## src/hw/rtl/ssi_pkg.sv

```systemverilog
// Shared types, constants and command codes of the stencil smoothness indicator.
package ssi_pkg;

	// Default sizes of the sample words and of the ratio fraction.
	localparam int SAMPLE_BITS_DEF   = 32;
	localparam int FRACTION_BITS_DEF = 16;

	// Configuration register widths and reset values.
	localparam int EPS_W     = 8;
	localparam int ETA_W     = 17;
	localparam int CFG_W     = 17;
	localparam int CFG_IDX_W = 1;

	localparam logic [EPS_W-1:0] EPS_RESET = 8'd1;
	localparam logic [ETA_W-1:0] ETA_RESET = 17'd65536;

	// Register indexes of the configuration port.
	localparam logic [CFG_IDX_W-1:0] REG_EPSILON = 1'b0;
	localparam logic [CFG_IDX_W-1:0] REG_ETA     = 1'b1;

	// Datapath operations issued by the controller.
	typedef enum logic [3:0] {
		OP_NOP,
		OP_LOAD,
		OP_SUM,
		OP_RAW,
		OP_MAG,
		OP_DEN,
		OP_DIV_INIT,
		OP_DIV_STEP,
		OP_SQUARE,
		OP_ACCUM,
		OP_SQRT_INIT,
		OP_SQRT_STEP,
		OP_OUT
	} ssi_op_t;

	// Command from controller to datapath.
	typedef struct packed {
		ssi_op_t op;
		logic    even;   // divider init: 1 stores the odd ratio and loads the even one
	} ssi_cmd_t;

	// Status from datapath to controller.
	typedef struct packed {
		logic last;      // current word closes the point
	} ssi_stat_t;

endpackage

```

## src/hw/rtl/ssi_ctrl.sv

```systemverilog
// Controller state machine: sequences differences, two divisions, square, sum and root.
module ssi_ctrl import ssi_pkg::*; #(
	parameter int FRACTION_BITS = FRACTION_BITS_DEF
) (
	input  logic      clk,
	input  logic      arst_n,
	input  logic      in_valid,
	output logic      in_ready,
	output logic      out_valid,
	input  logic      out_ready,
	input  ssi_stat_t stat,
	output ssi_cmd_t  cmd
);

	localparam int CNT_W = $clog2(FRACTION_BITS + 1);

	typedef enum logic [3:0] {
		ST_IDLE,
		ST_SUM,
		ST_RAW,
		ST_MAG,
		ST_DEN,
		ST_DIV_INIT,
		ST_DIV,
		ST_SQUARE,
		ST_ACCUM,
		ST_SQRT_INIT,
		ST_SQRT,
		ST_OUT
	} state_t;

	state_t            state_q;
	logic [CNT_W-1:0]  cnt_q;
	logic              even_q;
	logic              in_ready_q;
	logic              out_valid_q;
	logic              accept;
	logic              deliver;

	assign in_ready  = in_ready_q;
	assign out_valid = out_valid_q;
	assign accept    = in_valid && in_ready_q;
	assign deliver   = (state_q == ST_OUT) && (!out_valid_q || out_ready);

	// Operation decode from the current state.
	always_comb begin
		cmd.even = even_q;
		case (state_q)
			ST_IDLE:      cmd.op = accept ? OP_LOAD : OP_NOP;
			ST_SUM:       cmd.op = OP_SUM;
			ST_RAW:       cmd.op = OP_RAW;
			ST_MAG:       cmd.op = OP_MAG;
			ST_DEN:       cmd.op = OP_DEN;
			ST_DIV_INIT:  cmd.op = OP_DIV_INIT;
			ST_DIV:       cmd.op = OP_DIV_STEP;
			ST_SQUARE:    cmd.op = OP_SQUARE;
			ST_ACCUM:     cmd.op = OP_ACCUM;
			ST_SQRT_INIT: cmd.op = OP_SQRT_INIT;
			ST_SQRT:      cmd.op = OP_SQRT_STEP;
			ST_OUT:       cmd.op = deliver ? OP_OUT : OP_NOP;
			default:      cmd.op = OP_NOP;
		endcase
	end

	// State, step counter and handshake flags.
	always_ff @(posedge clk or negedge arst_n) begin
		if (!arst_n) begin
			state_q     <= ST_IDLE;
			cnt_q       <= '0;
			even_q      <= 1'b0;
			in_ready_q  <= 1'b1;
			out_valid_q <= 1'b0;
		end else begin
			// A taken word clears the flag unless a new one is delivered in its place.
			if (out_valid_q && out_ready && !deliver) begin
				out_valid_q <= 1'b0;
			end
			case (state_q)
				ST_IDLE: begin
					if (accept) begin
						in_ready_q <= 1'b0;
						state_q    <= ST_SUM;
					end
				end
				ST_SUM: state_q <= ST_RAW;
				ST_RAW: state_q <= ST_MAG;
				ST_MAG: state_q <= ST_DEN;
				ST_DEN: begin
					even_q  <= 1'b0;
					state_q <= ST_DIV_INIT;
				end
				ST_DIV_INIT: begin
					cnt_q   <= CNT_W'(FRACTION_BITS - 1);
					state_q <= ST_DIV;
				end
				ST_DIV: begin
					if (cnt_q == '0) begin
						if (even_q) begin
							state_q <= ST_SQUARE;
						end else begin
							even_q  <= 1'b1;
							state_q <= ST_DIV_INIT;
						end
					end else begin
						cnt_q <= cnt_q - 1'b1;
					end
				end
				ST_SQUARE: state_q <= ST_ACCUM;
				ST_ACCUM: begin
					if (stat.last) begin
						state_q <= ST_SQRT_INIT;
					end else begin
						in_ready_q <= 1'b1;
						state_q    <= ST_IDLE;
					end
				end
				ST_SQRT_INIT: begin
					cnt_q   <= CNT_W'(FRACTION_BITS);
					state_q <= ST_SQRT;
				end
				ST_SQRT: begin
					if (cnt_q == '0) begin
						state_q <= ST_OUT;
					end else begin
						cnt_q <= cnt_q - 1'b1;
					end
				end
				ST_OUT: begin
					if (deliver) begin
						out_valid_q <= 1'b1;
						in_ready_q  <= 1'b1;
						state_q     <= ST_IDLE;
					end
				end
				default: state_q <= ST_IDLE;
			endcase
		end
	end

endmodule

```

## src/hw/rtl/ssi_dp.sv

```systemverilog
// Datapath: stencil differences, shared restoring divider, square, sum and digit square root.
module ssi_dp import ssi_pkg::*; #(
	parameter int SAMPLE_BITS   = SAMPLE_BITS_DEF,
	parameter int FRACTION_BITS = FRACTION_BITS_DEF
) (
	input  logic                          clk,
	input  logic                          arst_n,
	input  ssi_cmd_t                      cmd,
	output ssi_stat_t                     stat,
	input  logic signed [SAMPLE_BITS-1:0] sample_minus_two,
	input  logic signed [SAMPLE_BITS-1:0] sample_minus_one,
	input  logic signed [SAMPLE_BITS-1:0] sample_center,
	input  logic signed [SAMPLE_BITS-1:0] sample_plus_one,
	input  logic signed [SAMPLE_BITS-1:0] sample_plus_two,
	input  logic signed [SAMPLE_BITS-1:0] reference_value,
	input  logic                          last_direction,
	input  logic [EPS_W-1:0]              epsilon,
	input  logic [ETA_W-1:0]              eta,
	output logic [FRACTION_BITS:0]        indicator,
	output logic                          over_threshold
);

	localparam int S   = SAMPLE_BITS;
	localparam int F   = FRACTION_BITS;
	localparam int RW  = S + 5;          // signed raw differences
	localparam int DW  = S + 6;          // magnitudes and denominators
	localparam int AW  = 2 * F + 2;      // square sum, Q2.2F
	localparam int QW  = 2 * F;          // squared ratio
	localparam int SRW = F + 3;          // root remainder
	localparam int IW  = F + 1;          // root
	localparam int CMW = (IW > ETA_W) ? IW : ETA_W;

	// Captured word.
	logic signed [S-1:0] mm_q, m_q, c_q, p_q, pp_q, rv_q;
	logic                last_q;

	// First sums.
	logic signed [S:0]   a_q, b_q, e_q, f_q, c2_q;
	logic signed [S+2:0] c6_q;
	logic [S-1:0]        rvm_q;

	// Raw differences.
	logic signed [RW-1:0] r1_q, r2_q, r3_q, r4_q;
	logic [DW-1:0]        d0_q;

	// Magnitudes and denominators.
	logic [DW-1:0] d1_q, d2_q, d3_q, d4_q;
	logic [DW-1:0] den_odd_q, den_even_q;

	// Divider.
	logic [DW-1:0] rem_q, dvs_q;
	logic [F-1:0]  quo_q, odd_q;
	logic          dz_q;

	// Square, sum and root.
	logic [QW-1:0]  sq_q;
	logic [AW-1:0]  acc_q;
	logic [AW-1:0]  x_q;
	logic [SRW-1:0] srem_q;
	logic [IW-1:0]  root_q;

	logic [IW-1:0] indicator_q;
	logic          over_q;

	// Next-value logic.
	logic signed [S:0]    c2_n;
	logic signed [S+2:0]  c6_n;
	logic [S-1:0]         rvm_n;
	logic [RW-1:0]        m1, m2, m3, m4;
	logic [DW:0]          div_sh;
	logic                 div_ge;
	logic [F-1:0]         even_res, big;
	logic [AW:0]          acc_sum;
	logic [SRW-1:0]       sq_remx, sq_trial;
	logic                 sq_ge;

	assign stat.last      = last_q;
	assign indicator      = indicator_q;
	assign over_threshold = over_q;

	// Doubled and sextupled center, reference magnitude.
	always_comb begin
		c2_n  = (S+1)'(c_q) <<< 1;
		c6_n  = ((S+3)'(c_q) <<< 2) + ((S+3)'(c_q) <<< 1);
		rvm_n = rv_q[S-1] ? (~rv_q + 1'b1) : rv_q;
	end

	// Magnitudes of the raw differences.
	always_comb begin
		m1 = r1_q[RW-1] ? (~r1_q + 1'b1) : r1_q;
		m2 = r2_q[RW-1] ? (~r2_q + 1'b1) : r2_q;
		m3 = r3_q[RW-1] ? (~r3_q + 1'b1) : r3_q;
		m4 = r4_q[RW-1] ? (~r4_q + 1'b1) : r4_q;
	end

	// One quotient bit per cycle; the remainder stays below the divisor while epsilon is nonzero.
	always_comb begin
		div_sh   = {rem_q, 1'b0};
		div_ge   = div_sh >= {1'b0, dvs_q};
		even_res = dz_q ? '0 : quo_q;
		big      = (odd_q > even_res) ? odd_q : even_res;
		acc_sum  = {1'b0, acc_q} + (AW+1)'(sq_q);
	end

	// One root bit per cycle, two radicand bits consumed.
	always_comb begin
		sq_remx  = {srem_q[SRW-3:0], x_q[AW-1:AW-2]};
		sq_trial = {root_q, 2'b01};
		sq_ge    = sq_remx >= sq_trial;
	end

	// Square sum, cleared at reset and when a point closes.
	always_ff @(posedge clk or negedge arst_n) begin
		if (!arst_n) begin
			acc_q <= '0;
		end else begin
			case (cmd.op)
				OP_ACCUM:     acc_q <= acc_sum[AW] ? '1 : acc_sum[AW-1:0];
				OP_SQRT_INIT: acc_q <= '0;
				default:      acc_q <= acc_q;
			endcase
		end
	end

	// Payload registers, stepped by the controller.
	always_ff @(posedge clk) begin
		case (cmd.op)
			OP_LOAD: begin
				mm_q   <= sample_minus_two;
				m_q    <= sample_minus_one;
				c_q    <= sample_center;
				p_q    <= sample_plus_one;
				pp_q   <= sample_plus_two;
				rv_q   <= reference_value;
				last_q <= last_direction;
			end
			OP_SUM: begin
				a_q   <= (S+1)'(p_q) - (S+1)'(m_q);
				b_q   <= (S+1)'(p_q) + (S+1)'(m_q);
				e_q   <= (S+1)'(pp_q) - (S+1)'(mm_q);
				f_q   <= (S+1)'(pp_q) + (S+1)'(mm_q);
				c2_q  <= c2_n;
				c6_q  <= c6_n;
				rvm_q <= rvm_n;
			end
			OP_RAW: begin
				r1_q <= RW'(a_q);
				r2_q <= RW'(b_q) - RW'(c2_q);
				r3_q <= RW'(e_q) - (RW'(a_q) <<< 1);
				r4_q <= RW'(f_q) - (RW'(b_q) <<< 2) + RW'(c6_q);
				d0_q <= DW'(rvm_q) << 1;
			end
			OP_MAG: begin
				d1_q <= DW'(m1);
				d2_q <= DW'(m2) << 1;
				d3_q <= DW'(m3);
				d4_q <= DW'(m4) << 1;
			end
			OP_DEN: begin
				den_odd_q  <= d0_q + d1_q + d3_q + DW'(epsilon);
				den_even_q <= d0_q + d2_q + d4_q + DW'(epsilon);
			end
			OP_DIV_INIT: begin
				quo_q <= '0;
				if (cmd.even) begin
					odd_q <= dz_q ? '0 : quo_q;
					rem_q <= d4_q;
					dvs_q <= den_even_q;
					dz_q  <= den_even_q == '0;
				end else begin
					rem_q <= d3_q;
					dvs_q <= den_odd_q;
					dz_q  <= den_odd_q == '0;
				end
			end
			OP_DIV_STEP: begin
				rem_q <= div_ge ? DW'(div_sh - {1'b0, dvs_q}) : DW'(div_sh);
				quo_q <= {quo_q[F-2:0], div_ge};
			end
			OP_SQUARE: begin
				sq_q <= QW'(big) * QW'(big);
			end
			OP_SQRT_INIT: begin
				x_q    <= acc_q;
				srem_q <= '0;
				root_q <= '0;
			end
			OP_SQRT_STEP: begin
				x_q    <= x_q << 2;
				srem_q <= sq_ge ? (sq_remx - sq_trial) : sq_remx;
				root_q <= {root_q[IW-2:0], sq_ge};
			end
			OP_OUT: begin
				indicator_q <= root_q;
				over_q      <= CMW'(root_q) > CMW'(eta);
			end
			default: begin
				last_q <= last_q;
			end
		endcase
	end

endmodule

```

## src/hw/rtl/stencil_smoothness_indicator.sv

```systemverilog
// Top level of the stencil smoothness indicator: ports, configuration registers, checks.
// Each input word carries one direction's five-point stencil and a reference value.
// The block forms the odd and even difference ratios as unsigned fractions, squares
// the larger one and adds it to a saturating sum; a word flagged last_direction then
// yields one output word with the floor square root of that sum (Q1.FRACTION_BITS)
// and a flag set when it exceeds eta_threshold, and the sum starts over. One word is
// processed at a time: in_ready rises again when the word is done, and a closing word
// first runs the square root and hands its result to the output register. The work
// is done by the shared restoring divider, which produces one quotient bit per cycle
// for each of the two ratios, and by the square root unit, which produces one root
// bit per cycle. A finished output word waits in its own register, so the next input
// word is taken and worked on while it is pending. Configuration is written through
// cfg_we, cfg_index and cfg_data: index 0 is epsilon_lsb, index 1 is eta_threshold.
module stencil_smoothness_indicator import ssi_pkg::*; #(
	parameter int SAMPLE_BITS   = SAMPLE_BITS_DEF,
	parameter int FRACTION_BITS = FRACTION_BITS_DEF
) (
	input  logic                          clk,
	input  logic                          arst_n,
	input  logic                          cfg_we,
	input  logic [CFG_IDX_W-1:0]          cfg_index,
	input  logic [CFG_W-1:0]              cfg_data,
	input  logic                          in_valid,
	output logic                          in_ready,
	input  logic signed [SAMPLE_BITS-1:0] sample_minus_two,
	input  logic signed [SAMPLE_BITS-1:0] sample_minus_one,
	input  logic signed [SAMPLE_BITS-1:0] sample_center,
	input  logic signed [SAMPLE_BITS-1:0] sample_plus_one,
	input  logic signed [SAMPLE_BITS-1:0] sample_plus_two,
	input  logic signed [SAMPLE_BITS-1:0] reference_value,
	input  logic                          last_direction,
	output logic                          out_valid,
	input  logic                          out_ready,
	output logic [FRACTION_BITS:0]        indicator,
	output logic                          over_threshold
);

	logic [EPS_W-1:0] epsilon_q;
	logic [ETA_W-1:0] eta_q;
	ssi_cmd_t         cmd;
	ssi_stat_t        stat;

	// Configuration registers.
	always_ff @(posedge clk or negedge arst_n) begin
		if (!arst_n) begin
			epsilon_q <= EPS_RESET;
			eta_q     <= ETA_RESET;
		end else if (cfg_we) begin
			case (cfg_index)
				REG_EPSILON: epsilon_q <= cfg_data[EPS_W-1:0];
				REG_ETA:     eta_q     <= cfg_data[ETA_W-1:0];
				default:     eta_q     <= eta_q;
			endcase
		end
	end

	// Controller.
	ssi_ctrl #(
		.FRACTION_BITS(FRACTION_BITS)
	) u_ctrl (
		.clk      (clk),
		.arst_n   (arst_n),
		.in_valid (in_valid),
		.in_ready (in_ready),
		.out_valid(out_valid),
		.out_ready(out_ready),
		.stat     (stat),
		.cmd      (cmd)
	);

	// Datapath.
	ssi_dp #(
		.SAMPLE_BITS  (SAMPLE_BITS),
		.FRACTION_BITS(FRACTION_BITS)
	) u_dp (
		.clk             (clk),
		.arst_n          (arst_n),
		.cmd             (cmd),
		.stat            (stat),
		.sample_minus_two(sample_minus_two),
		.sample_minus_one(sample_minus_one),
		.sample_center   (sample_center),
		.sample_plus_one (sample_plus_one),
		.sample_plus_two (sample_plus_two),
		.reference_value (reference_value),
		.last_direction  (last_direction),
		.epsilon         (epsilon_q),
		.eta             (eta_q),
		.indicator       (indicator),
		.over_threshold  (over_threshold)
	);

	// One word at a time: an accepted word closes the input until it is done.
	a_one_at_a_time: assert property (@(posedge clk) disable iff (!arst_n)
		in_valid && in_ready |=> !in_ready)
		else $error("input accepted while a word is still in work");

	// A new result only appears at the end of work, never out of an idle cycle.
	a_result_from_work: assert property (@(posedge clk) disable iff (!arst_n)
		$rose(out_valid) |-> $past(!in_ready))
		else $error("result appeared without a word in work");

	// A result is not raised right after a non-closing word is accepted.
	a_result_needs_last: assert property (@(posedge clk) disable iff (!arst_n)
		in_valid && in_ready && !last_direction |=> !$rose(out_valid))
		else $error("result raised right after a non-closing word");

endmodule
```

## config.mk

```make
export PLATFORM = sky130hd
export DESIGN_NAME = stencil_smoothness_indicator
export DESIGN_NICKNAME = d
export VERILOG_FILES = /design/src/hw/rtl/ssi_pkg.sv /design/src/hw/rtl/ssi_ctrl.sv /design/src/hw/rtl/ssi_dp.sv /design/src/hw/rtl/stencil_smoothness_indicator.sv
export SDC_FILE = /design/constraint.sdc
export NUM_CORES = 2
export LEC_CHECK = 0
export BUFFER_PORTS_ARGS = -buffer_cell sky130_fd_sc_hd__buf_4
export CAP_MARGIN = 20
export CORE_MARGIN = 5
export CORE_UTILIZATION = 62
export DETAILED_ROUTE_END_ITERATION = 10
export PLACE_DENSITY = 0.92
export SYNTH_ARGS = -nofsm -noshare
export SYNTH_HDL_FRONTEND = slang
export SYNTH_HIERARCHICAL = 1
export SYNTH_SLANG_ARGS = --single-unit
export TNS_END_PERCENT = 20
```

## constraint.sdc

```tcl
create_clock -name clk -period 56.8 [get_ports clk]
set_clock_uncertainty 0.2 [all_clocks]
set_input_delay 14.2 -clock clk [delete_from_list [all_inputs] [get_ports clk]]
set_output_delay 14.2 -clock clk [all_outputs]
set_load 0.03 [all_outputs]
```

==> summary.md <==
| Metric | Value |
|---|---|
| Met1 wire length | ~66,000 µm |
| Setup TNS | 0 ns |
| Hold_buf cts | 0 |
| Sequential Area | 0.03289 mm² |
| First-pass GRT wire length | 273,200 µm |
| P&R area growth vs syn | 10.16% |
| H-tree depth | 3 |
| Die Y | 351.4 µm |
| Clk pin slew, worst setup/hold paths | roughly 0.070 ns |
| Worst hold margin | 0.2236 ns |
| Via density per instance | 6.182 |
| Final Non-Filler Cells | 8,416 |
| Syn Area/Cell | 11.03 µm² |
| Critical path depth | 8 |
| Worst-Skew Late Latency | between 0.7 and 0.8 ns |
| Normalized max-slew margin | 0.2336 |
| CTS tree | done |
| Crit-path cells | buf_4 -> a2111oi_0 -> a211oi_1 -> buf_4 -> nand2_1 -> nor3_2 -> buf_4 -> buf_4 |
| Max Fclk | 0.05688 GHz |
| Worst Setup Start Kind | primary input |
| CTS Buf Count | between 100 and 150 |
| Worst-path fanout max | 86 |
| RSZ-0062 raised after global routing | false |
| Antenna-violating nets left | 0 |
| Pin count of the biggest net entering global routing | 97 |
| Synth warnings | 6 |
| CP max stage cell | buf_4 |
| Top delay family on crit path | buffers and inverters |
| Pre-antenna DRT Iters | 7 |
| Setup violations, final | 0 |
| Clk root buf | clkbuf_16 |
| Initial Util | 0.6227 |
| FP Rows | around 130 |
| Layout cells sized above 1 | 0.08691 |
| DRC | 0 |
| Input/output buffers | between 200 and 250 |
| Max-cap violations | 0 |
| Top cell by count, worst path | buf_4 |
| Vias in the first global route | 52.30k |
| Reg2reg path depth | 34 |
| Setup ws final | a little under 40 ns |
| Gr ovfl total | 0 |
| Setup CP Type | primary input to flop |
| Met3 WL | 14,230 µm |
| Most common cell after layout, fill and taps aside | edfxtp_1 |
| Setup crit end kind | flop |
| Dominant synthesized flop cell | edfxtp_1 |
| Die X | 351.4 µm |
| Max-slew violation count | 0 |
| Met2 WL post-DR | 86,540 µm |
| Iter 0 DRT Violations | between 5k and 6k |
| Worst-margin pin slew | 1.139 ns |
| Final min period | 17.58 ns |
| Synth Cell Area | between 0.07 and 0.08 mm² |
| Hold Vio Cnt, Final | 0 |
| Ports | 236 |
| Worst Hold Path Cells | 0 |
| Net count reported at finish | 7,922 |
| ANT cells | 0 |
| CP arrival | about 18 ns |
| Setup Slack @ Placement | 38.64 ns |
| CTS Sinks | 1,107 |
| Yosys cell types | 101 |
| Placed Cells incl. Taps | 8,209 |
| Asr flop ratio synth | 0.06414 |
| Post-route clock period utilization | 0.3095 |
| Register area share after synthesis | 0.4552 |
| Die Area | 0.1235 mm² |
| Routed wire length per instance | 20.78 µm |
| Status | finished clean |
| Cells after Synth | 6,552 |
| GP Congestion | 0.9470 |
| CORE AREA | ~0.12 mm² |
| Highest Signal Layer | met4 |
| Initial antenna violation count | 0 |
| Maximum root-to-sink buffer count | 3 |
| Multi-input gate area | 0.03596 mm² |
| Min-Delay Path Class | flop to flop |
| Post-CTS sizing | 0 |
| Fillers | 7,496 |
| Synth Register Bits | 1,107 |
| Req. time, crit path | 56.94 ns |
| Total GRT Usage | 0.2772 |
| Vias | roughly 52k |
| Final wirelength | 174,900 µm |
| Worst Path Buf+Inv | 4 |
| CP peak stage delay | 0.91 ns |
| Most frequent cells in the layout | edfxtp_1 (1,036), inv_1 (765), ha_1 (618) |
| Post-synth EDFFs | 1,036 |
| DP HPWL | 128,900 µm |
| Setup bufs post-CTS | 0 |
## worst reg2reg max path, delay by kind of cell, from the launching register on
family / cells / cell delay, ns
AO/OA/AOI/OAI: 9 / 1.88
XOR/XNOR: 1 / 0.15
adder cells (fa/ha/maj): 8 / 3.71
buffers and inverters: 8 / 1.19
flip-flops: 1 / 0.64
multiplexers: 1 / 0.58
AND/OR/NAND/NOR: 7 / 1.73
## per-stage QoR
stage	utilization	cell area, µm²
after floorplan	-	72290
after global placement	0.6529	75770
after detailed placement	0.6531	75790
after CTS	0.6848	79470
after global routing	0.6860	79600
final	0.6860	79600
## cells in the mapped netlist (all sizes together) (12+ instances only)
cell type,count,area share
mux2i,47,0.0065
and2,38,0.0033
a221oi,13,0.0018
edfxtp,1036,0.43
clkbuf,145,0.0076
a211oi,37,0.0038
o31ai,64,0.0069
fa,287,0.080
nand4,42,0.0036
o41ai,30,0.0040
nand2,508,0.026
a21oi,416,0.029
a211o,12,0.0015
o21bai,83,0.0086
o21ai,307,0.021
a21boi,15,0.0016
xor2,106,0.013
nor2b,80,0.0069
o211ai,38,0.0039
nor2,401,0.021
o22ai,13,0.0011
ha,618,0.11
o21a,52,0.0054
nor3,79,0.0055
and3,32,0.0028
inv,767,0.040
o31a,12,0.0015
nand3,70,0.0048
a31oi,41,0.0035
or3,59,0.0053
nor4,46,0.0040
xnor2,443,0.054
a31o,16,0.0019
nand2b,74,0.0065
or2,20,0.0018
dfrtp,68,0.024
a21o,211,0.022
mux2,65,0.010
or4,32,0.0036
buf,13,0.00097
## routing by layer
metal | vias up | GRT usage
met3 | 599 | 0.04196
met4 | 0 | 0.1167
li1 | 23601 | -
met2 | 2880 | 0.4827
met5 | - | 0
met1 | 24951 | 0.3477
## registers in the layout, summed over array words and instances, names as in the netlist, 36 cells and up
name	cells
u_dp/d3_q	36
u_dp/rem_q	38
u_dp/r4_q	36
u_dp/dvs_q	38
u_dp/den_even_q	38
u_dp/den_odd_q	38
u_dp/d1_q	37
u_dp/d4_q	37
u_dp/d2_q	36
## cells by family after synthesis
kind of cell | after synthesis | synth area share
compound gates | 1426 | 0.1261
xor+xnor | 549 | 0.06654
fa+ha+maj | 905 | 0.1865
buf+inv | 931 | 0.04871
flops | 1107 | 0.4552
mux | 112 | 0.01664
other cells | 1 | 0.00005189
simple gates | 1521 | 0.1003
## path summary, 6_finish.rpt
check	startpoint	endpoint	slack [ns]
max	in_valid	u_dp/d0_q[2]$_DFFE_PN_	39.22
min	u_dp/rvm_q[3]$_DFFE_PN_	u_dp/d0_q[4]$_DFFE_PN_	0.22
min in group asynchronous	arst_n	eta_q[12]$_DFFE_PN0P_	13.44
max in group asynchronous	arst_n	u_ctrl/even_q$_DFFE_PN0P_	42.22
max reg2reg	u_dp/dz_q$_DFFE_PN_	u_dp/sq_q[29]$_DFFE_PN_	46.46
min reg2reg	u_dp/rvm_q[3]$_DFFE_PN_	u_dp/d0_q[4]$_DFFE_PN_	0.22
## cell type report
class,count,share of cell area
Inverter,773,0.03645
Multi-Input combinational cell,4522,0.4517
Sequential cell,1107,0.4132
Timing Repair Buffer,288,0.02856
Clock buffer,128,0.03516
Clock inverter,74,0.01097
Tap cell,1524,0.02395
Power is not shown: default switching activity piles up to over one toggle a cycle in this logic, so the estimate is an artifact.
